**src/sv/sfcs_pkg.sv**
```systemverilog
// Shared types, codes and helper functions of the SPI flash command sequencer.
// Used by the front, queue, back and top level modules; depends on nothing.
package sfcs_pkg;

  // Default sizes of the flash geometry and of the job queue.
  localparam int unsigned PAGE_BYTES_DEF   = 256;
  localparam int unsigned SECTOR_BYTES_DEF = 4096;
  localparam int unsigned QUEUE_DEPTH_DEF  = 2;

  // Reset values of the configuration registers.
  localparam logic [15:0] POLL_LIMIT_RST = 16'd10000;
  localparam logic [15:0] WAIT_TIME_RST  = 16'd1000;

  // Configuration register indexes.
  localparam logic [1:0] CFG_DEVICE_READY = 2'd0;
  localparam logic [1:0] CFG_POLL_LIMIT   = 2'd1;
  localparam logic [1:0] CFG_WAIT_TIME    = 2'd2;

  // Input actions.
  localparam logic [1:0] ACT_READ   = 2'd0;
  localparam logic [1:0] ACT_PROG   = 2'd1;
  localparam logic [1:0] ACT_ERASE  = 2'd2;
  localparam logic [1:0] ACT_STATUS = 2'd3;

  // Result kinds.
  localparam logic [1:0] KIND_FRAME = 2'd0;
  localparam logic [1:0] KIND_WAIT  = 2'd1;
  localparam logic [1:0] KIND_OK    = 2'd2;
  localparam logic [1:0] KIND_ERR   = 2'd3;

  // Flash opcodes.
  localparam logic [7:0] OP_READ  = 8'h03;
  localparam logic [7:0] OP_PROG  = 8'h02;
  localparam logic [7:0] OP_ERASE = 8'h20;
  localparam logic [7:0] OP_WREN  = 8'h06;
  localparam logic [7:0] OP_RDSR  = 8'h05;

  // Status register bits.
  localparam int unsigned ST_WEL_BIT = 1;
  localparam int unsigned ST_WIP_BIT = 0;

  localparam logic [1:0] ADDR_BYTES = 2'd3;

  // One input word.
  typedef struct packed {
    logic [1:0]  action;
    logic [23:0] address;
    logic [24:0] length;
    logic [7:0]  status_byte;
  } in_t;

  // One result word.
  typedef struct packed {
    logic [1:0]  kind;
    logic [7:0]  opcode;
    logic [23:0] frame_address;
    logic [1:0]  address_bytes;
    logic [24:0] byte_count;
    logic        reads_back;
    logic [15:0] wait_us;
    logic        last;
  } out_t;

  // Configuration register set.
  typedef struct packed {
    logic        device_ready;
    logic [15:0] poll_limit;
    logic [15:0] wait_time_us;
  } cfg_t;

  // Job codes: each names a fixed sequence of one to three result words.
  typedef enum logic [2:0] {
    JOB_ERR,
    JOB_OK,
    JOB_READ,
    JOB_START,
    JOB_RETRY,
    JOB_TIMEOUT,
    JOB_PROG,
    JOB_ERASE
  } job_code_e;

  // A classified job handed from the front to the back.
  typedef struct packed {
    job_code_e   code;
    logic [23:0] address;
    logic [24:0] count;
    logic [15:0] wait_us;
  } job_t;

  // Number of result words that a job produces.
  function automatic logic [1:0] job_len(job_code_e code);
    logic [1:0] len;
    case (code)
      JOB_ERR, JOB_OK: len = 2'd1;
      JOB_PROG:        len = 2'd3;
      default:         len = 2'd2;
    endcase
    return len;
  endfunction

  // Result word number step of a job.
  function automatic out_t expand(job_t job, logic [1:0] step);
    out_t r;
    r = '0;
    case (job.code)
      JOB_ERR: begin
        r.kind = KIND_ERR;
      end
      JOB_OK: begin
        r.kind = KIND_OK;
      end
      JOB_READ: begin
        if (step == 2'd0) begin
          r.kind          = KIND_FRAME;
          r.opcode        = OP_READ;
          r.frame_address = job.address;
          r.address_bytes = ADDR_BYTES;
          r.byte_count    = job.count;
          r.reads_back    = 1'b1;
        end else begin
          r.kind = KIND_OK;
        end
      end
      JOB_START: begin
        r.kind = KIND_FRAME;
        if (step == 2'd0) begin
          r.opcode = OP_WREN;
        end else begin
          r.opcode     = OP_RDSR;
          r.byte_count = 25'd1;
          r.reads_back = 1'b1;
        end
      end
      JOB_RETRY: begin
        if (step == 2'd0) begin
          r.kind    = KIND_WAIT;
          r.wait_us = job.wait_us;
        end else begin
          r.kind       = KIND_FRAME;
          r.opcode     = OP_RDSR;
          r.byte_count = 25'd1;
          r.reads_back = 1'b1;
        end
      end
      JOB_TIMEOUT: begin
        if (step == 2'd0) begin
          r.kind    = KIND_WAIT;
          r.wait_us = job.wait_us;
        end else begin
          r.kind = KIND_ERR;
        end
      end
      JOB_PROG: begin
        if (step == 2'd0) begin
          r.kind          = KIND_FRAME;
          r.opcode        = OP_PROG;
          r.frame_address = job.address;
          r.address_bytes = ADDR_BYTES;
          r.byte_count    = job.count;
        end else if (step == 2'd1) begin
          r.kind    = KIND_WAIT;
          r.wait_us = job.wait_us;
        end else begin
          r.kind       = KIND_FRAME;
          r.opcode     = OP_RDSR;
          r.byte_count = 25'd1;
          r.reads_back = 1'b1;
        end
      end
      JOB_ERASE: begin
        r.kind = KIND_FRAME;
        if (step == 2'd0) begin
          r.opcode        = OP_ERASE;
          r.frame_address = job.address;
          r.address_bytes = ADDR_BYTES;
        end else begin
          r.opcode     = OP_RDSR;
          r.byte_count = 25'd1;
          r.reads_back = 1'b1;
        end
      end
      default: begin
        r.kind = KIND_ERR;
      end
    endcase
    r.last = (step == job_len(job.code) - 2'd1);
    return r;
  endfunction

endpackage

```
**src/sv/sfcs_front.sv**
```systemverilog
// Front part of the sequencer: accepts input words, keeps the operation state
// and classifies each word into at most one job. Depends on sfcs_pkg.
module sfcs_front #(
  parameter int unsigned PageBytes   = sfcs_pkg::PAGE_BYTES_DEF,
  parameter int unsigned SectorBytes = sfcs_pkg::SECTOR_BYTES_DEF
) (
  input  logic           clk_i,
  input  logic           rst_ni,
  input  logic           in_valid_i,
  output logic           in_stall_o,
  input  sfcs_pkg::in_t  in_data_i,
  input  sfcs_pkg::cfg_t cfg_i,
  input  logic           q_full_i,
  output logic           push_o,
  output sfcs_pkg::job_t job_o
);

  // Offsets use a mask; PageBytes must be a power of two (not checked here).
  localparam logic [23:0] PageMask   = 24'(PageBytes - 1);
  localparam logic [25:0] PageLen    = 26'(PageBytes);
  localparam logic [24:0] PageCount  = 25'(PageBytes);
  localparam logic [23:0] SectorStep = 24'(SectorBytes);
  localparam logic [24:0] SectorLen  = 25'(SectorBytes);

  localparam logic [1:0] PH_IDLE = 2'd0;
  localparam logic [1:0] PH_WEL  = 2'd1;
  localparam logic [1:0] PH_WIP  = 2'd2;

  logic [1:0]  phase_q, phase_d;
  logic        op_erase_q, op_erase_d;
  logic [23:0] cur_q, cur_d;
  logic [24:0] rem_q, rem_d;
  logic [15:0] poll_q, poll_d;

  logic        accept;
  logic        idle;
  logic [23:0] offset;
  logic [24:0] chunk;
  logic [15:0] poll_next;
  logic [15:0] limit;

  assign in_stall_o = q_full_i;
  assign accept     = in_valid_i && !in_stall_o;
  assign idle       = (phase_q != PH_WEL) && (phase_q != PH_WIP);

  // Program chunk: the rest of the current page or the remaining length.
  assign offset = cur_q & PageMask;
  assign chunk  = (({2'b00, offset} + {1'b0, rem_q}) < PageLen) ?
                  rem_q : (PageCount - offset[24-1:0] );

  // Poll counting; a zero limit acts like one.
  assign poll_next = poll_q + 16'd1;
  assign limit     = (cfg_i.poll_limit == 16'd0) ? 16'd1 : cfg_i.poll_limit;

  // Classification and state update for an accepted word.
  always_comb begin
    phase_d       = phase_q;
    op_erase_d    = op_erase_q;
    cur_d         = cur_q;
    rem_d         = rem_q;
    poll_d        = poll_q;
    push_o        = 1'b0;
    job_o.code    = sfcs_pkg::JOB_OK;
    job_o.address = in_data_i.address;
    job_o.count   = in_data_i.length;
    job_o.wait_us = cfg_i.wait_time_us;
    if (accept) begin
      if (in_data_i.action != sfcs_pkg::ACT_STATUS) begin
        if (idle) begin
          phase_d = PH_IDLE;
          push_o  = 1'b1;
          if (!cfg_i.device_ready) begin
            job_o.code = sfcs_pkg::JOB_ERR;
          end else if (in_data_i.action == sfcs_pkg::ACT_READ) begin
            job_o.code = sfcs_pkg::JOB_READ;
          end else begin
            op_erase_d = (in_data_i.action == sfcs_pkg::ACT_ERASE);
            cur_d      = in_data_i.address;
            rem_d      = in_data_i.length;
            if (in_data_i.length == 25'd0) begin
              job_o.code = sfcs_pkg::JOB_OK;
            end else begin
              job_o.code = sfcs_pkg::JOB_START;
              phase_d    = PH_WEL;
              poll_d     = 16'd0;
            end
          end
        end
      end else if (!idle) begin
        push_o = 1'b1;
        if ((phase_q == PH_WEL && in_data_i.status_byte[sfcs_pkg::ST_WEL_BIT]) ||
            (phase_q == PH_WIP && in_data_i.status_byte[sfcs_pkg::ST_WIP_BIT])) begin
          if (phase_q == PH_WEL) begin
            // Latch set: issue the page program or sector erase.
            job_o.address = cur_q;
            phase_d       = PH_WIP;
            poll_d        = 16'd0;
            if (!op_erase_q) begin
              job_o.code  = sfcs_pkg::JOB_PROG;
              job_o.count = chunk;
              cur_d       = cur_q + chunk[23:0];
              rem_d       = rem_q - chunk;
            end else begin
              job_o.code = sfcs_pkg::JOB_ERASE;
              cur_d      = cur_q + SectorStep;
              rem_d      = (rem_q <= SectorLen) ? 25'd0 : (rem_q - SectorLen);
            end
          end else begin
            // Still busy: a failed poll.
            if (poll_next >= limit) begin
              job_o.code = sfcs_pkg::JOB_TIMEOUT;
              phase_d    = PH_IDLE;
              poll_d     = 16'd0;
            end else begin
              job_o.code = sfcs_pkg::JOB_RETRY;
              poll_d     = poll_next;
            end
          end
        end else if (phase_q == PH_WEL) begin
          // Latch not yet set: a failed poll.
          if (poll_next >= limit) begin
            job_o.code = sfcs_pkg::JOB_TIMEOUT;
            phase_d    = PH_IDLE;
            poll_d     = 16'd0;
          end else begin
            job_o.code = sfcs_pkg::JOB_RETRY;
            poll_d     = poll_next;
          end
        end else if (rem_q == 25'd0) begin
          job_o.code = sfcs_pkg::JOB_OK;
          phase_d    = PH_IDLE;
          poll_d     = 16'd0;
        end else begin
          job_o.code = sfcs_pkg::JOB_START;
          phase_d    = PH_WEL;
          poll_d     = 16'd0;
        end
      end
    end
  end

  // Operation state registers.
  always_ff @(posedge clk_i or negedge rst_ni) begin
    if (!rst_ni) begin
      phase_q    <= PH_IDLE;
      op_erase_q <= 1'b0;
      cur_q      <= '0;
      rem_q      <= '0;
      poll_q     <= '0;
    end else begin
      phase_q    <= phase_d;
      op_erase_q <= op_erase_d;
      cur_q      <= cur_d;
      rem_q      <= rem_d;
      poll_q     <= poll_d;
    end
  end

endmodule

```
**src/sv/sfcs_queue.sv**
```systemverilog
// Short job queue between the front and back parts of the sequencer.
// Depends on sfcs_pkg for the job type.
module sfcs_queue #(
  parameter int unsigned Depth = sfcs_pkg::QUEUE_DEPTH_DEF
) (
  input  logic           clk_i,
  input  logic           rst_ni,
  input  logic           push_i,
  input  sfcs_pkg::job_t job_i,
  input  logic           pop_i,
  output logic           full_o,
  output logic           head_valid_o,
  output sfcs_pkg::job_t head_o
);

  localparam int unsigned PtrW = (Depth > 1) ? $clog2(Depth) : 1;
  localparam int unsigned CntW = $clog2(Depth + 1);
  localparam logic [PtrW-1:0] LastPtr = PtrW'(Depth - 1);
  localparam logic [CntW-1:0] FullCnt = CntW'(Depth);

  sfcs_pkg::job_t mem_q [Depth];
  logic [PtrW-1:0] wr_ptr_q, wr_ptr_d;
  logic [PtrW-1:0] rd_ptr_q, rd_ptr_d;
  logic [CntW-1:0] cnt_q, cnt_d;

  assign full_o       = (cnt_q == FullCnt);
  assign head_valid_o = (cnt_q != '0);
  assign head_o       = mem_q[rd_ptr_q];

  // Pointer and fill count updates.
  always_comb begin
    wr_ptr_d = wr_ptr_q;
    rd_ptr_d = rd_ptr_q;
    cnt_d    = cnt_q;
    if (push_i) begin
      wr_ptr_d = (wr_ptr_q == LastPtr) ? '0 : wr_ptr_q + PtrW'(1);
    end
    if (pop_i) begin
      rd_ptr_d = (rd_ptr_q == LastPtr) ? '0 : rd_ptr_q + PtrW'(1);
    end
    if (push_i && !pop_i) begin
      cnt_d = cnt_q + CntW'(1);
    end else if (pop_i && !push_i) begin
      cnt_d = cnt_q - CntW'(1);
    end
  end

  always_ff @(posedge clk_i or negedge rst_ni) begin
    if (!rst_ni) begin
      wr_ptr_q <= '0;
      rd_ptr_q <= '0;
      cnt_q    <= '0;
    end else begin
      wr_ptr_q <= wr_ptr_d;
      rd_ptr_q <= rd_ptr_d;
      cnt_q    <= cnt_d;
    end
  end

  // Job storage; payload needs no reset.
  always_ff @(posedge clk_i) begin
    if (push_i) begin
      mem_q[wr_ptr_q] <= job_i;
    end
  end

endmodule

```
**src/sv/sfcs_back.sv**
```systemverilog
// Back part of the sequencer: expands queued jobs into result words into an
// output register, one per cycle unless it stalls. Depends on sfcs_pkg.
module sfcs_back (
  input  logic           clk_i,
  input  logic           rst_ni,
  input  logic           head_valid_i,
  input  sfcs_pkg::job_t head_i,
  output logic           pop_o,
  output logic           out_valid_o,
  input  logic           out_stall_i,
  output sfcs_pkg::out_t out_data_o
);

  logic [1:0]     step_q, step_d;
  logic           valid_q, valid_d;
  sfcs_pkg::out_t data_q, data_d;
  logic           load;

  assign out_valid_o = valid_q;
  assign out_data_o  = data_q;

  // Load the next result word whenever the output register is free.
  assign load   = head_valid_i && (!valid_q || !out_stall_i);
  assign data_d = sfcs_pkg::expand(head_i, step_q);
  assign pop_o  = load && data_d.last;

  always_comb begin
    step_d  = step_q;
    valid_d = valid_q && out_stall_i;
    if (load) begin
      valid_d = 1'b1;
      step_d  = data_d.last ? 2'd0 : step_q + 2'd1;
    end
  end

  always_ff @(posedge clk_i or negedge rst_ni) begin
    if (!rst_ni) begin
      step_q  <= 2'd0;
      valid_q <= 1'b0;
    end else begin
      step_q  <= step_d;
      valid_q <= valid_d;
    end
  end

  // Output payload register.
  always_ff @(posedge clk_i) begin
    if (load) begin
      data_q <= data_d;
    end
  end

endmodule

```
**src/sv/spi_flash_command_sequencer_unit.sv**
```systemverilog
// Top level of the SPI flash command sequencer: configuration registers and
// the front, queue and back parts. Depends on sfcs_pkg and the sfcs modules.
//
// An input word (request or status byte) is taken whenever the job queue
// has room, and causes zero to three result words. The back part puts out
// one result word per cycle through its output register while the output
// is not stalled; that output register sets the sustained rate. The queue
// holds QueueDepth jobs, so the front keeps taking words while results wait
// on a stalled output. Configuration writes are accepted in every cycle and
// take effect as soon as they are registered.
// PageBytes must be a power of two.
module spi_flash_command_sequencer_unit #(
  parameter int unsigned PageBytes   = sfcs_pkg::PAGE_BYTES_DEF,
  parameter int unsigned SectorBytes = sfcs_pkg::SECTOR_BYTES_DEF,
  parameter int unsigned QueueDepth  = sfcs_pkg::QUEUE_DEPTH_DEF
) (
  input  logic           clk_i,
  input  logic           rst_ni,
  input  logic           in_valid_i,
  output logic           in_stall_o,
  input  sfcs_pkg::in_t  in_data_i,
  output logic           out_valid_o,
  input  logic           out_stall_i,
  output sfcs_pkg::out_t out_data_o,
  input  logic           cfg_valid_i,
  output logic           cfg_ready_o,
  input  logic [1:0]     cfg_index_i,
  input  logic [15:0]    cfg_data_i
);

  sfcs_pkg::cfg_t cfg_q;
  sfcs_pkg::job_t push_job;
  sfcs_pkg::job_t head_job;
  logic           q_push;
  logic           q_pop;
  logic           q_full;
  logic           q_head_valid;

  assign cfg_ready_o = 1'b1;

  // Configuration registers.
  always_ff @(posedge clk_i or negedge rst_ni) begin
    if (!rst_ni) begin
      cfg_q.device_ready <= 1'b0;
      cfg_q.poll_limit   <= sfcs_pkg::POLL_LIMIT_RST;
      cfg_q.wait_time_us <= sfcs_pkg::WAIT_TIME_RST;
    end else if (cfg_valid_i && cfg_ready_o) begin
      case (cfg_index_i)
        sfcs_pkg::CFG_DEVICE_READY: cfg_q.device_ready <= cfg_data_i[0];
        sfcs_pkg::CFG_POLL_LIMIT:   cfg_q.poll_limit   <= cfg_data_i;
        sfcs_pkg::CFG_WAIT_TIME:    cfg_q.wait_time_us <= cfg_data_i;
        default: ;
      endcase
    end
  end

  sfcs_front #(
    .PageBytes  (PageBytes),
    .SectorBytes(SectorBytes)
  ) u_front (
    .clk_i     (clk_i),
    .rst_ni    (rst_ni),
    .in_valid_i(in_valid_i),
    .in_stall_o(in_stall_o),
    .in_data_i (in_data_i),
    .cfg_i     (cfg_q),
    .q_full_i  (q_full),
    .push_o    (q_push),
    .job_o     (push_job)
  );

  sfcs_queue #(
    .Depth(QueueDepth)
  ) u_queue (
    .clk_i       (clk_i),
    .rst_ni      (rst_ni),
    .push_i      (q_push),
    .job_i       (push_job),
    .pop_i       (q_pop),
    .full_o      (q_full),
    .head_valid_o(q_head_valid),
    .head_o      (head_job)
  );

  sfcs_back u_back (
    .clk_i       (clk_i),
    .rst_ni      (rst_ni),
    .head_valid_i(q_head_valid),
    .head_i      (head_job),
    .pop_o       (q_pop),
    .out_valid_o (out_valid_o),
    .out_stall_i (out_stall_i),
    .out_data_o  (out_data_o)
  );

`ifndef SYNTHESIS
  // The front never writes a job into a full queue.
  assert property (@(posedge clk_i) disable iff (!rst_ni) q_push |-> !q_full)
    else $error("job pushed into a full queue");

  // The back only retires a job that is present.
  assert property (@(posedge clk_i) disable iff (!rst_ni) q_pop |-> q_head_valid)
    else $error("job popped from an empty queue");

  // Retiring a job always leaves its last result word in the output register.
  assert property (@(posedge clk_i) disable iff (!rst_ni)
                   q_pop |=> (out_valid_o && out_data_o.last))
    else $error("job retired without its last result word");
`endif

endmodule
```
**config.mk**
```make
export PLATFORM = sky130hd
export DESIGN_NAME = spi_flash_command_sequencer_unit
export DESIGN_NICKNAME = d
export VERILOG_FILES = /design/src/sv/sfcs_pkg.sv /design/src/sv/sfcs_front.sv /design/src/sv/sfcs_queue.sv /design/src/sv/sfcs_back.sv /design/src/sv/spi_flash_command_sequencer_unit.sv
export SDC_FILE = /design/constraint.sdc
export NUM_CORES = 1
export LEC_CHECK = 0
export BUFFER_PORTS_ARGS = -buffer_cell sky130_fd_sc_hd__clkbuf_2
export CAP_MARGIN = 10
export CORE_MARGIN = 1
export CORE_UTILIZATION = 50
export CTS_CLUSTER_DIAMETER = 30
export DETAILED_ROUTE_END_ITERATION = 12
export PLACE_DENSITY = 0.69
export SLEW_MARGIN = 15
export SYNTH_ARGS = -nofsm -noshare
export SYNTH_HDL_FRONTEND = slang
export SYNTH_SLANG_ARGS = --single-unit
```
**constraint.sdc**
```tcl
create_clock -name clk_i -period 15.1 [get_ports clk_i]
set_clock_uncertainty 0.05 [all_clocks]
set_input_delay 3.02 -clock clk_i [delete_from_list [all_inputs] [get_ports clk_i]]
set_output_delay 3.02 -clock clk_i [all_outputs]
set_load 0.005 [all_outputs]
```
Yosys cells after proc, flatten, opt, wreduce, memory -nomap -nowiden
Memory sizes are Yosys's and may differ from the RTL's.
Index checks and enable logic that the tools add are counted.
{"block": "word_totals", "reg_bits": 187, "latch_bits": 0, "mem_bits_rw": 136, "romBits": 0, "input_bits": 82, "out_inout_bits": 82, "wordCells": 193, "mem_count": 1}
{"memory": "u_queue.mem_q", "depth": 2, "word_bits": 68, "read_ports": 1, "rd_ports_with_merged_regs": 0, "write_ports": 1, "line_no": "sfcs_queue.sv:21", "rtl": "sfcs_pkg::job_t mem_q [Depth];"}
{"block": "classes", "n_addsub": 13, "n_mul": 0, "n_div": 0, "magnitude_cmp": 3, "n_eq_ne": 23, "shifts": 0, "n_mux": 92, "bitwise": 1, "reduce_logical": 39}
{"op": "$mux W25", "count": 12}
{"op": "$mux W16", "count": 13}
{"op": "$mux W24", "count": 8}
{"op": "$mux W49", "count": 3}
{"op": "$mux W52", "count": 2}
{"op": "$pmux W26 S3", "count": 1}
{"op": "$mux W54", "count": 1}
{"op": "$pmux W26 S2", "count": 1}
{"op": "$logic_not A25 Y1", "count": 2}
{"op": "$pmux W8 S5", "count": 1}
{"op": "$mux W2", "count": 19}
{"op": "$pmux W16 S2", "count": 1}
{"op": "$mux W3", "count": 9}
{"op": "$add A8 B25 Y26", "count": 1}
{"op": "$lt A26 B9 Y1 const B", "count": 1}
{"op": "$mux W26", "count": 1}
{"op": "$le A25 B13 Y1 const B", "count": 1}
{"op": "$sub A25 B13 Y25 const B", "count": 1}
{"op": "$sub A25 B25 Y25", "count": 1}
{"op": "$add A24 B13 Y24 const B", "count": 1}
{"op": "$add A24 B24 Y24", "count": 1}
{"op": "$mux W17", "count": 1}
{"op": "$add A16 B1 Y16 const B", "count": 1}
{"op": "$ge A16 B16 Y1", "count": 1}
{"op": "32 further kinds", "count": 87}

Depth between registers and ports, before layout
Gate-level depths: netlist of the first run.
An unclocked memory read counts as a cell.
{"block": "logic_depth", "depth_word": 10, "mapped_depth": 21, "mapped_depth_nobuf": 20}

By module
A second synthesis of the first run with hierarchy kept.
{"block": "hier_totals", "cells_unflattened": 1560, "area_unflattened_um2": 17538.1}
{"module": "sfcs_front", "n_inst": 1, "cells_each": 1054, "area_each_um2": 7906.3, "seq_area_each_um2": 1701.6}
{"module": "sfcs_queue", "n_inst": 1, "cells_each": 228, "area_each_um2": 5138.7, "seq_area_each_um2": 4184.0}
{"module": "sfcs_back", "n_inst": 1, "cells_each": 205, "area_each_um2": 3125.5, "seq_area_each_um2": 2297.2}
{"module": "spi_flash_command_sequencer_unit", "n_inst": 1, "cells_each": 73, "area_each_um2": 1367.6, "seq_area_each_um2": 839.6}

Worst setup path before layout of the first run
Ideal clock, no wire load.
{"block": "synth_path", "path_type": "input port to flip-flop", "from": "input out_stall_i", "to": "register u_queue.cnt_q[1]", "t_arrival_ns": 7.918, "required_ns": 14.971, "setup_slack_ns": 7.053, "path_stages": 6, "cell_sequence": "a21oi_1 -> nand2_1 -> ha_1 -> xor2_1 -> nor2_1 -> xor2_1"}
{"block": "synth_via", "elab_chain_len": 7, "elab_cells_between_ends": 9, "cone_classes": "mux (1); reduce/logical (8)"}
{"item": "start: declaration", "line_no": "spi_flash_command_sequencer_unit.sv:23", "rtl": "input logic out_stall_i,"}
{"item": "$logic_not A1 Y1 *", "line_no": "sfcs_back.sv:23", "rtl": "assign load = head_valid_i && (!valid_q || !out_stall_i);"}
{"item": "$logic_or A1 B1 Y1 *", "line_no": "sfcs_back.sv:23"}
{"item": "$logic_and A1 B1 Y1 *", "line_no": "sfcs_back.sv:23"}
{"item": "$logic_and A1 B1 Y1 *", "line_no": "sfcs_back.sv:25", "rtl": "assign pop_o = load && data_d.last;"}
{"item": "$logic_not A1 Y1", "line_no": "sfcs_queue.sv:41", "rtl": "if (push_i && !pop_i) begin"}
{"item": "$logic_and A1 B1 Y1", "line_no": "sfcs_queue.sv:41"}
{"item": "$mux W2 or $reduce_bool A2 Y1 (tied branches)"}
{"item": "end signal: assignment", "line_no": "sfcs_queue.sv:56", "rtl": "cnt_q <= cnt_d;"}
{"item": "end: declaration", "line_no": "sfcs_queue.sv:24", "rtl": "logic [CntW-1:0] cnt_q, cnt_d;"}
Every way passes the cells marked *; elsewhere a longest branch is shown, timed or not.
A chain may end at the register's enable or synchronous reset.

Worst setup path after layout of the first run
{"block": "layout_path", "from": "register u_front.cur_q[5]", "to": "register u_front.cur_q[23]"}
{"block": "layout_via", "elab_chain_len": 9, "elab_cells_between_ends": 11, "cone_classes": "add/sub (4); order compare (1); mux (6)"}
{"item": "start: declaration", "line_no": "sfcs_front.sv:31", "rtl": "logic [23:0] cur_q, cur_d;"}
{"item": "start signal: assignment", "line_no": "sfcs_front.sv:153", "rtl": "cur_q <= cur_d;"}
{"item": "$add A8 B25 Y26", "line_no": "sfcs_front.sv:48", "rtl": "assign chunk = (({2'b00, offset} + {1'b0, rem_q}) < PageLen) ?"}
{"item": "$lt A26 B9 Y1", "line_no": "sfcs_front.sv:48"}
{"item": "$mux W25", "line_no": "sfcs_front.sv:48"}
{"item": "$add A24 B24 Y24", "line_no": "sfcs_front.sv:101", "rtl": "cur_d = cur_q + chunk[23:0];"}
{"item": "$mux W24 *", "line_no": "sfcs_front.sv:98", "rtl": "if (!op_erase_q) begin"}
{"item": "$mux W24 *", "line_no": "sfcs_front.sv:93", "rtl": "if (phase_q == PH_WEL) begin"}
{"item": "$mux W24 *", "line_no": "sfcs_front.sv:91", "rtl": "if ((phase_q == PH_WEL && in_data_i.status_byte[sfcs_pkg::ST_WEL_BIT]) ||"}
{"item": "$mux W24 *", "line_no": "sfcs_front.sv:89", "rtl": "end else if (!idle) begin"}
{"item": "$mux W24 *", "line_no": "sfcs_front.sv:68", "rtl": "if (in_data_i.action != sfcs_pkg::ACT_STATUS) begin"}
Every way passes the cells marked *; elsewhere a longest branch is shown, timed or not. The select of a mux whose other input is x is not followed.

==> metrics.txt, run 1 <==
# TYPE chip_impl_metric gauge
chip_impl_info{name="min_delay_path_class",value="reg2reg"} 1
chip_impl_metric{name="post_route_cells_drive_above_1_share",unit="%"} 21.16
chip_impl_metric{name="detail_route.drc_violations",unit=""} 0
chip_impl_metric{name="worst-r2r-cell-count",unit=""} 20
chip_impl_info{name="synthFlopType",value="sky130_fd_sc_hd__edfxtp_1"} 1
chip_impl_info{name="status",value="completed"} 1
chip_impl_metric{name="fin_hold_ws",unit="ps"} 403.4
chip_impl_metric{name="asyncSetResetFlopFracSynth",unit="%"} 33.96
chip_impl_metric{name="vias",unit=""} 12810
chip_impl_metric{name="cts.repair.resized",unit=""} 0
chip_impl_metric{name="top_cell_type_s_share_of_synthesized_area",unit="%"} 37.29
chip_impl_info{name="cts_tree",value="built"} 1
chip_impl_metric{name="ys_seq_elements",unit=""} 318
chip_impl_metric{name="worst-path-max-fanout",unit=""} 33
chip_impl_metric{name="final_max_slew_viol_count",unit=""} 0
chip_impl_metric{name="fp.dieArea",unit="um2"} 34560
chip_impl_info{name="synthDominantAreaCellType",value="sky130_fd_sc_hd__edfxtp_1"} 1
chip_impl_metric{name="clock_tree_buf_depth",unit=""} 3
chip_impl_metric{name="floorplan.die.height",unit="um"} 185.9
chip_impl_metric{name="std_cell_rows",unit=""} 66
chip_impl_metric{name="final_power",unit="mW"} 4.505
chip_impl_metric{name="fp.dieW",unit="um"} 185.9
chip_impl_info{name="grt_setup_unrepaired",value="no"} 1
chip_impl_info{name="hold_path_startpoint",value="cfg_q[10]"} 1
chip_impl_metric{name="insertion_delay_of_the_later_clocked_pin_in_the_worst_skew_pair",unit="ps"} 590
chip_impl_metric{name="final_core_util",unit="%"} 62.45
chip_impl_metric{name="critical_path_required",unit="ps"} 15480
chip_impl_metric{name="clk_transition_reported_paths",unit="ps"} 50
chip_impl_metric{name="drv.max_cap_violation_count",unit=""} 0
chip_impl_metric{name="grt_overflow",unit=""} 0
chip_impl_metric{name="post_dr_wirelength_cell",unit="um"} 18.91
chip_impl_metric{name="finalSetupViolations",unit=""} 0
chip_impl_metric{name="finalWeightedCongestion",unit=""} 0.9186
chip_impl_metric{name="detailedRoute.firstPassIterationCount",unit=""} 5
chip_impl_info{name="hold-path-endpoint",value="u_queue.mem_q[0][10]"} 1
chip_impl_info{name="clock_tree.root_cell",value="sky130_fd_sc_hd__clkbuf_16"} 1
chip_impl_info{name="timing.rr.start",value="u_front.cur_q[5]"} 1
chip_impl_metric{name="design.portCount",unit=""} 164
chip_impl_metric{name="clock_sinks",unit=""} 318
chip_impl_metric{name="total_core_area",unit="um2"} 32870
chip_impl_metric{name="max_clock_freq",unit="MHz"} 146.0
chip_impl_metric{name="power.density",unit="nW/um2"} 219.5
chip_impl_info{name="timing.critical_path.from",value="u_front.cur_q[5]"} 1
chip_impl_metric{name="cts_setup_buffers",unit=""} 0
chip_impl_metric{name="critical_path_arrival",unit="ps"} 7230
chip_impl_metric{name="synth_sequential_area_ratio",unit="%"} 53.35
chip_impl_metric{name="setup_total_negative_slack",unit="ps"} 0
chip_impl_metric{name="yosysUniqueCellTypes",unit=""} 77
chip_impl_info{name="nature_of_the_critical_path_endpoint",value="register"} 1
chip_impl_metric{name="tightest_slew",unit="ps"} 1043
chip_impl_metric{name="global_route_wire_length_before_repair",unit="um"} 67090
chip_impl_metric{name="syn_area_per_cell",unit="um2"} 10.87
chip_impl_metric{name="post_synth_instance_area",unit="um2"} 16910
chip_impl_metric{name="hold_buffers",unit=""} 0
chip_impl_metric{name="reg2reg_setup_slack",unit="ps"} 8250
chip_impl_metric{name="synth_edf_count",unit=""} 210
chip_impl_metric{name="ir_worst_vdd",unit="uV"} 122.8
chip_impl_metric{name="hpwl",unit="um"} 28420
chip_impl_info{name="critical_path.reg2reg.endpoint",value="u_front.cur_q[23]"} 1
chip_impl_metric{name="via_per_inst",unit=""} 5.750
chip_impl_metric{name="numCtsBuffers",unit=""} 68
chip_impl_metric{name="grt_antenna_before_repair",unit=""} 0
chip_impl_metric{name="syn_inst_count",unit=""} 1556
chip_impl_metric{name="detailedRoute.firstIterationViolations",unit=""} 1001
chip_impl_metric{name="layout-area-overhead-vs-synth",unit="%"} 21.37
chip_impl_metric{name="diode_count",unit=""} 0
chip_impl_metric{name="slew-limit-headroom",unit="%"} 30.28
chip_impl_info{name="top_post_synthesis_cells_by_area",value="sky130_fd_sc_hd__edfxtp_1, sky130_fd_sc_hd__dfrtp_1, sky130_fd_sc_hd__ha_1"} 1
chip_impl_metric{name="grt_util_all_layers",unit="%"} 25.16
chip_impl_metric{name="nNetsFinal",unit=""} 1887
chip_impl_metric{name="final-hold-violation-count",unit=""} 0
chip_impl_metric{name="power_leakage",unit="nW"} 8.453
chip_impl_metric{name="final.period_utilization",unit="%"} 45.36
chip_impl_info{name="cp-start-kind",value="register"} 1
chip_impl_metric{name="starting_density_of_the_core",unit="%"} 51.46
chip_impl_metric{name="detail_route.wirelength",unit="um"} 42120
chip_impl_metric{name="nFillCells",unit=""} 2637
chip_impl_metric{name="port-buffer-count",unit=""} 152
chip_impl_info{name="timing_worst_setup_path_type",value="reg2reg"} 1
chip_impl_metric{name="drtAntennaViolNets",unit=""} 0
chip_impl_metric{name="yosys_synthesis_warning_count",unit=""} 0
chip_impl_metric{name="final_critical_period",unit="ps"} 6850
chip_impl_metric{name="grt_start_max_net_pins",unit=""} 68
chip_impl_metric{name="level_count_of_the_clock_h_tree",unit=""} 3
chip_impl_metric{name="vias_in_the_first_global_route",unit=""} 12550
chip_impl_metric{name="worst_hold_path.num_cells",unit=""} 0
-- routing by layer --
layer,vias to the layer above,routed length [um],track usage [%]
met4,0,647,7.180
met2,409,19280,39.04
met5,-,0,0
met3,58,2635,5.263
li1,6086,-,-
met1,6258,19560,35.50
-- per-stage QoR --
step	area [um2]	setup slack (ps)	instances
6_report	20530	8250	2228
5_1_grt	20530	7827	2228
4_1_cts	20530	8347	2228
3_5_place_dp	18120	8398	2103
3_3_place_gp	18120	8425	2103
2_1_floorplan	16960	7053	1568
-- where the power goes --
part           total, mW  leakage [nW]  internal (mW)  switching [mW]
logic               1.48          3.99          0.597           0.881
clock network       1.53          1.18           1.01           0.516
registers           1.50          3.28           1.27           0.228
-- cell usage in the layout, fill, tap and decap left out, types with 6 or more instances in the layout --
master	instances
sky130_fd_sc_hd__conb_1	14
sky130_fd_sc_hd__mux2_2	62
sky130_fd_sc_hd__clkinv_2	8
sky130_fd_sc_hd__nand4_1	13
sky130_fd_sc_hd__o22ai_1	20
sky130_fd_sc_hd__xor2_1	21
sky130_fd_sc_hd__nand2_1	128
sky130_fd_sc_hd__xnor2_1	35
sky130_fd_sc_hd__ha_1	72
sky130_fd_sc_hd__clkbuf_2	151
sky130_fd_sc_hd__or3_1	14
sky130_fd_sc_hd__and4_1	6
sky130_fd_sc_hd__o21ai_0	87
sky130_fd_sc_hd__inv_6	9
sky130_fd_sc_hd__o221ai_1	6
sky130_fd_sc_hd__a31oi_1	11
sky130_fd_sc_hd__o21a_1	11
sky130_fd_sc_hd__nor2_1	170
sky130_fd_sc_hd__and2_1	24
sky130_fd_sc_hd__dfstp_2	11
sky130_fd_sc_hd__nor3_1	25
sky130_fd_sc_hd__nand2b_1	9
sky130_fd_sc_hd__dfrtp_1	96
sky130_fd_sc_hd__clkbuf_16	70
sky130_fd_sc_hd__o31ai_1	8
sky130_fd_sc_hd__nor4_1	21
sky130_fd_sc_hd__o211ai_1	13
sky130_fd_sc_hd__nand3_1	35
sky130_fd_sc_hd__edfxtp_1	210
sky130_fd_sc_hd__a211oi_1	10
sky130_fd_sc_hd__clkinv_4	7
sky130_fd_sc_hd__and3_1	12
sky130_fd_sc_hd__buf_4	17
sky130_fd_sc_hd__mux2i_1	77
sky130_fd_sc_hd__a21o_1	9
sky130_fd_sc_hd__bufinv_16	7
sky130_fd_sc_hd__inv_1	70
sky130_fd_sc_hd__nor2b_1	7
sky130_fd_sc_hd__a21oi_1	93
-- flip-flops by register name, summed over array words and instances, names as in the netlist --
name / flops
u_back.out_data_o: 74
u_queue.mem_q: 136
u_front.rem_q: 25
u_front.cur_q: 24
u_queue.rd_ptr_q: 1
u_back.out_valid_o: 1
u_queue.wr_ptr_q: 1
cfg_q: 33
u_front.phase_q: 2
u_front.op_erase_q: 1
u_front.poll_q: 16
u_back.step_q: 2
u_queue.cnt_q: 2
-- layout make-up --
type                    instances  area, um2  area share [%]
clock buffers                  79       1836           8.942
clock inverters                46      574.3           2.798
inverters                      70      262.8           1.280
multi-input cells            1105       7391           36.01
flip-flops and latches        318       9026           43.97
well taps                     442      553.0           2.694
repair buffers                168      883.3           4.304
-- worst max-delay path, stage by stage, from the launching register on --
cell,delay [ps]
sky130_fd_sc_hd__dfrtp_1,470
sky130_fd_sc_hd__ha_1,340
sky130_fd_sc_hd__a2111oi_0,350
sky130_fd_sc_hd__nand2_1,250
sky130_fd_sc_hd__o211ai_1,410
sky130_fd_sc_hd__o21a_1,190
sky130_fd_sc_hd__o211ai_1,170
sky130_fd_sc_hd__nor4_4,440
sky130_fd_sc_hd__buf_4,420
sky130_fd_sc_hd__mux2i_1,540
sky130_fd_sc_hd__inv_1,190
sky130_fd_sc_hd__ha_1,330
sky130_fd_sc_hd__a211o_1,310
sky130_fd_sc_hd__a2111oi_0,610
sky130_fd_sc_hd__or3_1,280
sky130_fd_sc_hd__a31o_2,220
sky130_fd_sc_hd__o221ai_1,200
sky130_fd_sc_hd__o31ai_1,360
sky130_fd_sc_hd__a21oi_1,170
sky130_fd_sc_hd__o21a_1,200
sky130_fd_sc_hd__o22a_1,190
-- worst max path at each step --
| stage | to | slack (ps) |
|---|---|---|
| floorplan | u_queue.cnt_q[1] | 7050 |
| global placement | u_front.cur_q[23] | 8430 |
| detailed placement | u_front.cur_q[23] | 8400 |
| CTS | u_front.cur_q[23] | 8350 |
| global route | u_front.cur_q[23] | 7830 |
| finish | u_front.cur_q[23] | 8250 |
-- synthesized netlist by cell type, drive strengths merged (5+ instances only) --
cell	instances
nand4	13
nor4	24
a21oi	94
and4	6
o22ai	20
o21ai	89
nor3	25
nor2	171
nand2b	9
dfrtp	97
nor2b	7
nand3	35
ha	72
xnor2	35
and2	24
a211oi	11
xor2	21
and3	13
o211ai	13
clkbuf	59
mux2	62
inv	70
o221ai	6
o21a	11
nand2	128
o31ai	8
o2111ai	5
buf	16
mux2i	77
a21o	9
o21bai	5
or3	14
edfxtp	210
a31oi	11
dfstp	11
-- kinds of logic after synthesis --
group                      share of synthesized area [%]
AOI/OAI and AO/OA                                  12.56
xor gates and xnor gates                           2.900
adders and majority gates                          5.623
buffers and inverters                              3.373
DFF                                                53.35
muxes                                              8.685
other                                            0.04441
and+or+nand+nor                                    13.46
Note: power is estimated with default switching activity, not from simulation.
==> run 2, diff against run 1 <==
Settings changed: PLACE_DENSITY 0.69 to 0.72.
Clock period 15.1 ns to 6.15 ns, I/O delays scaled along.
==> metrics.txt, run 2 (synthesized netlist as in run 1, its figures left out) <==
# TYPE chip_impl_metric gauge
chip_impl_info{name="status",value="completed"} 1
chip_impl_metric{name="insertion_delay_of_the_later_clocked_pin_in_the_worst_skew_pair",unit="ps"} 590
chip_impl_metric{name="final-hold-violation-count",unit=""} 0
chip_impl_metric{name="post_dr_wirelength_cell",unit="um"} 19.03
chip_impl_info{name="nature_of_the_critical_path_endpoint",value="register"} 1
chip_impl_metric{name="clock_tree_buf_depth",unit=""} 3
chip_impl_metric{name="fp.dieW",unit="um"} 185.9
chip_impl_metric{name="grt_overflow",unit=""} 0
chip_impl_metric{name="final_critical_period",unit="ps"} 5874
chip_impl_metric{name="vias_in_the_first_global_route",unit=""} 12490
chip_impl_metric{name="grt_util_all_layers",unit="%"} 24.81
chip_impl_metric{name="final.period_utilization",unit="%"} 95.51
chip_impl_metric{name="worst-path-max-fanout",unit=""} 20
chip_impl_info{name="min_delay_path_class",value="reg2reg"} 1
chip_impl_metric{name="drv.max_cap_violation_count",unit=""} 0
chip_impl_info{name="registers.top_by_ff_count",value="u_queue.mem_q"} 1
chip_impl_metric{name="final_power",unit="mW"} 10.82
chip_impl_metric{name="detail_route.drc_violations",unit=""} 0
chip_impl_info{name="mostFrequentLayoutCell",value="sky130_fd_sc_hd__edfxtp_1"} 1
chip_impl_metric{name="floorplan.die.height",unit="um"} 185.9
chip_impl_metric{name="nNetsFinal",unit=""} 1904
chip_impl_metric{name="numCtsBuffers",unit=""} 60
chip_impl_metric{name="clock_sinks",unit=""} 318
chip_impl_info{name="cp-start-kind",value="register"} 1
chip_impl_info{name="timing.rr.start",value="u_front.rem_q[2]"} 1
chip_impl_info{name="most_frequent_cells_in_the_layout",value="sky130_fd_sc_hd__edfxtp_1, sky130_fd_sc_hd__nor2_1, sky130_fd_sc_hd__clkbuf_2, sky130_fd_sc_hd__nand2_1, sky130_fd_sc_hd__dfrtp_1"} 1
chip_impl_metric{name="drtAntennaViolNets",unit=""} 0
chip_impl_metric{name="setup_total_negative_slack",unit="ps"} 0
chip_impl_metric{name="layout-area-overhead-vs-synth",unit="%"} 20.75
chip_impl_metric{name="dp_worst_setup_slack",unit="ps"} 311.2
chip_impl_metric{name="slew-limit-headroom",unit="%"} 33.33
chip_impl_metric{name="vias",unit=""} 12900
chip_impl_metric{name="post_route_cells_drive_above_1_share",unit="%"} 21.89
chip_impl_metric{name="dpl-instance-area",unit="um2"} 18290
chip_impl_metric{name="total_core_area",unit="um2"} 32870
chip_impl_info{name="cts_tree",value="built"} 1
chip_impl_metric{name="fin_hold_ws",unit="ps"} 412.0
chip_impl_metric{name="largest_register_ff_count",unit=""} 136
chip_impl_metric{name="clk_transition_reported_paths",unit="ps"} 60
chip_impl_info{name="clock_tree.root_cell",value="sky130_fd_sc_hd__clkbuf_16"} 1
chip_impl_metric{name="finalInstanceArea",unit="um2"} 20420
chip_impl_metric{name="port-buffer-count",unit=""} 152
chip_impl_metric{name="grt_antenna_before_repair",unit=""} 2
chip_impl_info{name="timing_worst_setup_path_type",value="reg2reg"} 1
chip_impl_metric{name="starting_density_of_the_core",unit="%"} 51.46
chip_impl_metric{name="max_clock_freq",unit="MHz"} 170.2
chip_impl_metric{name="fp.dieArea",unit="um2"} 34560
chip_impl_metric{name="grt_start_max_net_pins",unit=""} 69
chip_impl_metric{name="power_leakage",unit="nW"} 8.394
chip_impl_metric{name="hold_buffers",unit=""} 0
chip_impl_metric{name="hpwl",unit="um"} 28870
chip_impl_info{name="hold_path_startpoint",value="cfg_q[2]"} 1
chip_impl_info{name="timing.critical_path.from",value="u_front.rem_q[2]"} 1
chip_impl_metric{name="ir_worst_vdd",unit="uV"} 290.3
chip_impl_metric{name="tightest_slew",unit="ps"} 997.2
chip_impl_metric{name="critical_path_required",unit="ps"} 6560
chip_impl_metric{name="finalWeightedCongestion",unit=""} 0.9477
chip_impl_metric{name="detailedRoute.firstIterationViolations",unit=""} 1039
chip_impl_metric{name="detailedRoute.firstPassIterationCount",unit=""} 5
chip_impl_metric{name="critical_path_arrival",unit="ps"} 6280
chip_impl_metric{name="via_per_inst",unit=""} 5.746
chip_impl_metric{name="post-route-worst-setup-slack",unit="ps"} 276.0
chip_impl_metric{name="final_max_slew_viol_count",unit=""} 0
chip_impl_metric{name="design.portCount",unit=""} 164
chip_impl_metric{name="power.density",unit="nW/um2"} 529.6
chip_impl_metric{name="std_cell_rows",unit=""} 66
chip_impl_metric{name="level_count_of_the_clock_h_tree",unit=""} 2
chip_impl_metric{name="global_route_wire_length_before_repair",unit="um"} 66550
chip_impl_metric{name="finalSetupViolations",unit=""} 0
chip_impl_metric{name="detail_route.wirelength",unit="um"} 42700
## run 2: path summary, 6_finish.rpt
path / end / slack, ps / cells after the start
hold reg to reg: u_queue.mem_q[1][2] / 410 / 0
hold / removal: u_queue.mem_q[1][2] / 410 / 0
setup reg to reg: u_front.cur_q[20] / 280 / 22
setup / recovery: u_front.cur_q[20] / 280 / 22
max in group asynchronous: u_front.cur_q[6] / 4100 / 2
min in group asynchronous: u_front.poll_q[3] / 660 / 1
## run 2: where the power goes
group          internal (mW)  leakage, nW  switching (mW)
logic                   1.59         4.12            2.30
registers               3.12         3.28           0.485
clock network           2.13         1.00            1.18
total                   6.84         8.39            3.97
## run 2: cell type report
cell class | count | area [um2]
diodes | 2 | 5.005
clock buffers | 67 | 1569
clock inverters | 47 | 515.5
fillers | 2633 | 12440
inverters | 70 | 262.8
multi-input cells | 1105 | 7420
flip-flops and latches | 318 | 9026
well taps | 442 | 553.0
repair buffers | 193 | 1071
## run 2: routing by layer
layer,global-route usage (%),wire length (um)
met1,34.07,18990
met2,38.57,19580
met3,5.244,2946
met4,9.213,1188
met5,0,0
## run 2: through the flow
step                      util, %  instances
after CTS                   61.99       2240
after detailed placement    55.65       2126
after floorplan                 -       1568
final                       62.14       2244
after global placement      55.65       2126
after global routing        62.13       2243
## run 2: worst max-delay path: stages (launching register included)
cell and delay, ps:
sky130_fd_sc_hd__dfrtp_1 450, sky130_fd_sc_hd__ha_1 330, sky130_fd_sc_hd__nand4_1 100, sky130_fd_sc_hd__a21oi_1 420
sky130_fd_sc_hd__o211ai_1 210, sky130_fd_sc_hd__buf_4 190, sky130_fd_sc_hd__nor3_1 210, sky130_fd_sc_hd__o211ai_1 170
sky130_fd_sc_hd__nor4_4 310, sky130_fd_sc_hd__buf_4 270, sky130_fd_sc_hd__mux2i_1 320, sky130_fd_sc_hd__ha_1 260
sky130_fd_sc_hd__inv_1 60, sky130_fd_sc_hd__fa_1 410, sky130_fd_sc_hd__o21ai_1 250, sky130_fd_sc_hd__a221o_1 250
sky130_fd_sc_hd__o41ai_1 130, sky130_fd_sc_hd__buf_4 160, sky130_fd_sc_hd__o31ai_2 350, sky130_fd_sc_hd__o21ai_0 120
sky130_fd_sc_hd__a2111oi_0 450, sky130_fd_sc_hd__a31oi_1 100, sky130_fd_sc_hd__a22o_1 190
## run 2: repair_timing
action                                  CTS  global route
endpoints found under the setup margin    0            11
buffers inserted                          0             2
resized for setup                         0             7
==> run 3, diff against run 2 <==
--- a/config.mk
+++ b/config.mk
@@ -13,3 +13,3 @@
 export DETAILED_ROUTE_END_ITERATION = 12
-export PLACE_DENSITY = 0.72
+export PLACE_DENSITY = 0.78
 export SLEW_MARGIN = 15
--- a/constraint.sdc
+++ b/constraint.sdc
@@ -4,2 +4,2 @@
 set_output_delay 1.23 -clock clk_i [all_outputs]
-set_load 0.005 [all_outputs]
+set_load 0.01 [all_outputs]
==> metrics.txt, run 3 (synthesized netlist as in run 1, its figures left out) <==
# TYPE chip_impl_metric gauge
chip_impl_metric{name="drv.max_cap_violation_count",unit=""} 0
chip_impl_metric{name="ir_worst_vdd",unit="uV"} 282.1
chip_impl_metric{name="finalInstanceArea",unit="um2"} 20350
chip_impl_metric{name="critical_path_arrival",unit="ps"} 6260
chip_impl_info{name="status",value="completed"} 1
chip_impl_metric{name="grt_start_max_net_pins",unit=""} 80
chip_impl_metric{name="port-buffer-count",unit=""} 152
chip_impl_metric{name="design.portCount",unit=""} 164
chip_impl_metric{name="power.density",unit="nW/um2"} 533.2
chip_impl_metric{name="vias",unit=""} 12940
chip_impl_metric{name="nNetsFinal",unit=""} 1896
chip_impl_info{name="mostFrequentLayoutCell",value="sky130_fd_sc_hd__edfxtp_1"} 1
chip_impl_metric{name="via_per_inst",unit=""} 5.790
chip_impl_metric{name="pwr-share-seq",unit="%"} 33.3
chip_impl_metric{name="slew-limit-headroom",unit="%"} 26.92
chip_impl_metric{name="finish.cell_count_without_fillers",unit=""} 2235
chip_impl_metric{name="power.combinational.fraction",unit="%"} 37.0
chip_impl_metric{name="detailedRoute.firstIterationViolations",unit=""} 1131
chip_impl_metric{name="std_cell_rows",unit=""} 66
chip_impl_metric{name="vias_in_the_first_global_route",unit=""} 12550
chip_impl_metric{name="dpl-instance-area",unit="um2"} 18270
chip_impl_metric{name="final_power",unit="mW"} 10.85
chip_impl_info{name="cts_tree",value="built"} 1
chip_impl_metric{name="total_core_area",unit="um2"} 32870
chip_impl_metric{name="internal_power",unit="mW"} 6.745
chip_impl_metric{name="hold_buffers",unit=""} 0
chip_impl_metric{name="clock_tree_buf_depth",unit=""} 3
chip_impl_metric{name="global_route_wire_length_before_repair",unit="um"} 66740
chip_impl_metric{name="floorplan.die.height",unit="um"} 185.9
chip_impl_metric{name="cts.repair.resized",unit=""} 0
chip_impl_metric{name="drtAntennaViolNets",unit=""} 0
chip_impl_metric{name="hpwl",unit="um"} 28850
chip_impl_info{name="nature_of_the_critical_path_endpoint",value="register"} 1
chip_impl_metric{name="level_count_of_the_clock_h_tree",unit=""} 2
chip_impl_metric{name="post_dr_wirelength_cell",unit="um"} 19.18
chip_impl_metric{name="final_max_slew_viol_count",unit=""} 0
chip_impl_info{name="timing_worst_setup_path_type",value="reg2reg"} 1
chip_impl_metric{name="fp.dieArea",unit="um2"} 34560
chip_impl_metric{name="cts_setup_buffers",unit=""} 0
chip_impl_metric{name="post_route_cells_drive_above_1_share",unit="%"} 21.79
chip_impl_metric{name="numCtsBuffers",unit=""} 58
chip_impl_metric{name="worst-path-max-fanout",unit=""} 36
chip_impl_metric{name="detailedRoute.firstPassIterationCount",unit=""} 5
chip_impl_metric{name="clk_transition_reported_paths",unit="ps"} 50
chip_impl_metric{name="critical_path_required",unit="ps"} 6550
chip_impl_metric{name="layout-area-overhead-vs-synth",unit="%"} 20.34
chip_impl_info{name="clock_tree.root_cell",value="sky130_fd_sc_hd__clkbuf_16"} 1
chip_impl_metric{name="finalSetupViolations",unit=""} 0
chip_impl_metric{name="grt_overflow",unit=""} 0
chip_impl_metric{name="insertion_delay_of_the_later_clocked_pin_in_the_worst_skew_pair",unit="ps"} 590
chip_impl_metric{name="tightest_slew",unit="ps"} 1096
chip_impl_info{name="cp-start-kind",value="register"} 1
chip_impl_metric{name="largest_register_ff_count",unit=""} 136
chip_impl_metric{name="placedCellCount",unit=""} 2122
chip_impl_metric{name="power_leakage",unit="nW"} 8.379
chip_impl_metric{name="final_critical_period",unit="ps"} 5856
chip_impl_metric{name="fp.dieW",unit="um"} 185.9
chip_impl_metric{name="clock_power_share",unit="%"} 29.8
chip_impl_metric{name="setup_total_negative_slack",unit="ps"} 0
chip_impl_metric{name="dp_worst_setup_slack",unit="ps"} 174.8
chip_impl_metric{name="detail_route.drc_violations",unit=""} 0
chip_impl_metric{name="clock_sinks",unit=""} 318
chip_impl_metric{name="max_clock_freq",unit="MHz"} 170.8
chip_impl_metric{name="grt_antenna_before_repair",unit=""} 3
chip_impl_metric{name="final.period_utilization",unit="%"} 95.22
chip_impl_metric{name="p_sw",unit="mW"} 4.108
chip_impl_metric{name="grt_util_all_layers",unit="%"} 24.89
chip_impl_metric{name="finalWeightedCongestion",unit=""} 0.9532
chip_impl_metric{name="nFillCells",unit=""} 2540
chip_impl_info{name="min_delay_path_class",value="reg2reg"} 1
chip_impl_metric{name="switching_share",unit="%"} 37.85
chip_impl_info{name="most_frequent_cells_in_the_layout",value="sky130_fd_sc_hd__edfxtp_1, sky130_fd_sc_hd__nor2_1, sky130_fd_sc_hd__clkbuf_2, sky130_fd_sc_hd__nand2_1, sky130_fd_sc_hd__dfrtp_1"} 1
chip_impl_metric{name="starting_density_of_the_core",unit="%"} 51.46
chip_impl_metric{name="post-route-worst-setup-slack",unit="ps"} 293.9
chip_impl_info{name="registers.top_by_ff_count",value="u_queue.mem_q"} 1
chip_impl_info{name="grt_setup_unrepaired",value="no"} 1
chip_impl_metric{name="detail_route.wirelength",unit="um"} 42880
chip_impl_metric{name="final-hold-violation-count",unit=""} 0
run 3: changes by cell type in the layout (fill, tap and decap cells not counted), moves of 2 or more:
cell                         delta
sky130_fd_sc_hd__o31ai_2        -2
sky130_fd_sc_hd__buf_4          -7
sky130_fd_sc_hd__inv_6          +9
sky130_fd_sc_hd__inv_8          -3
sky130_fd_sc_hd__inv_4          +2
sky130_fd_sc_hd__clkinvlp_4     -5
sky130_fd_sc_hd__clkinv_1       -5
sky130_fd_sc_hd__clkbuf_8       +3
sky130_fd_sc_hd__bufinv_16      -2
sky130_fd_sc_hd__clkbuf_16      -2
run 3: cell type report:
cell class / instances / area (um2) / area share (%)
clock inverter: 43 / 478.0 / 2.348
timing repair buffer: 187 / 1039 / 5.102
sequential: 318 / 9026 / 44.35
clock buffer: 67 / 1556 / 7.647
tap: 442 / 553.0 / 2.717
antenna: 3 / 7.507 / 0.03688
multi-input combinational: 1105 / 7431 / 36.51
inverter: 70 / 262.8 / 1.291
run 3: final timing paths:
kind                                   from                   to  slack, ps  cells after the start
max                        u_front.rem_q[5]    u_front.cur_q[23]        290                     20
min                                cfg_q[2]  u_queue.mem_q[1][2]        420                      0
max reg2reg                u_front.rem_q[5]    u_front.cur_q[23]        290                     20
min reg2reg                        cfg_q[2]  u_queue.mem_q[1][2]        420                      0
max in group asynchronous            rst_ni     u_front.cur_q[5]       4060                      2
min in group asynchronous            rst_ni    u_front.poll_q[3]        640                      1
run 3: metal layers:
layer | vias up | global-route usage, % | part of all wire [%]
met5 | - | 0 | 0.033
met4 | 2 | 9.541 | 2.6
met3 | 94 | 5.165 | 7.1
met2 | 476 | 38.91 | 47
met1 | 6272 | 33.99 | 44
li1 | 6096 | - | -
run 3: power groups by stage:
stage	clock network, mW	registers (mW)	logic, mW
final	3.23	3.61	4.01
after global routing	3.37	3.68	4.43
after CTS	3.27	3.60	3.94
after detailed placement	0	3.63	3.89
after global placement	0	3.59	3.74
after floorplan	0	3.59	2.72
run 3: worst max-delay path: stages (launching register included):
cell                        delay (ps)
sky130_fd_sc_hd__dfrtp_1           440
sky130_fd_sc_hd__ha_1              350
sky130_fd_sc_hd__a2111oi_0         350
sky130_fd_sc_hd__nand2_1           230
sky130_fd_sc_hd__o211ai_1          390
sky130_fd_sc_hd__o21a_1            180
sky130_fd_sc_hd__o211ai_1          130
sky130_fd_sc_hd__nor4_4            350
sky130_fd_sc_hd__buf_12            250
sky130_fd_sc_hd__mux2i_1           250
sky130_fd_sc_hd__inv_1             110
sky130_fd_sc_hd__ha_1              310
sky130_fd_sc_hd__a211o_1           340
sky130_fd_sc_hd__a2111oi_2         400
sky130_fd_sc_hd__or3_1             260
sky130_fd_sc_hd__a31o_2            230
sky130_fd_sc_hd__o221ai_1          200
sky130_fd_sc_hd__o31ai_1           340
sky130_fd_sc_hd__a21oi_1           160
sky130_fd_sc_hd__o21a_1            190
sky130_fd_sc_hd__o22a_1            190
run 3: metrics by stage:
step	hold WS, ps	utilization [%]
2_1_floorplan	386.6	-
3_3_place_gp	394.8	55.59
3_5_place_dp	405.6	55.59
4_1_cts	419.5	61.78
5_1_grt	440.6	61.92
6_report	418.5	61.93
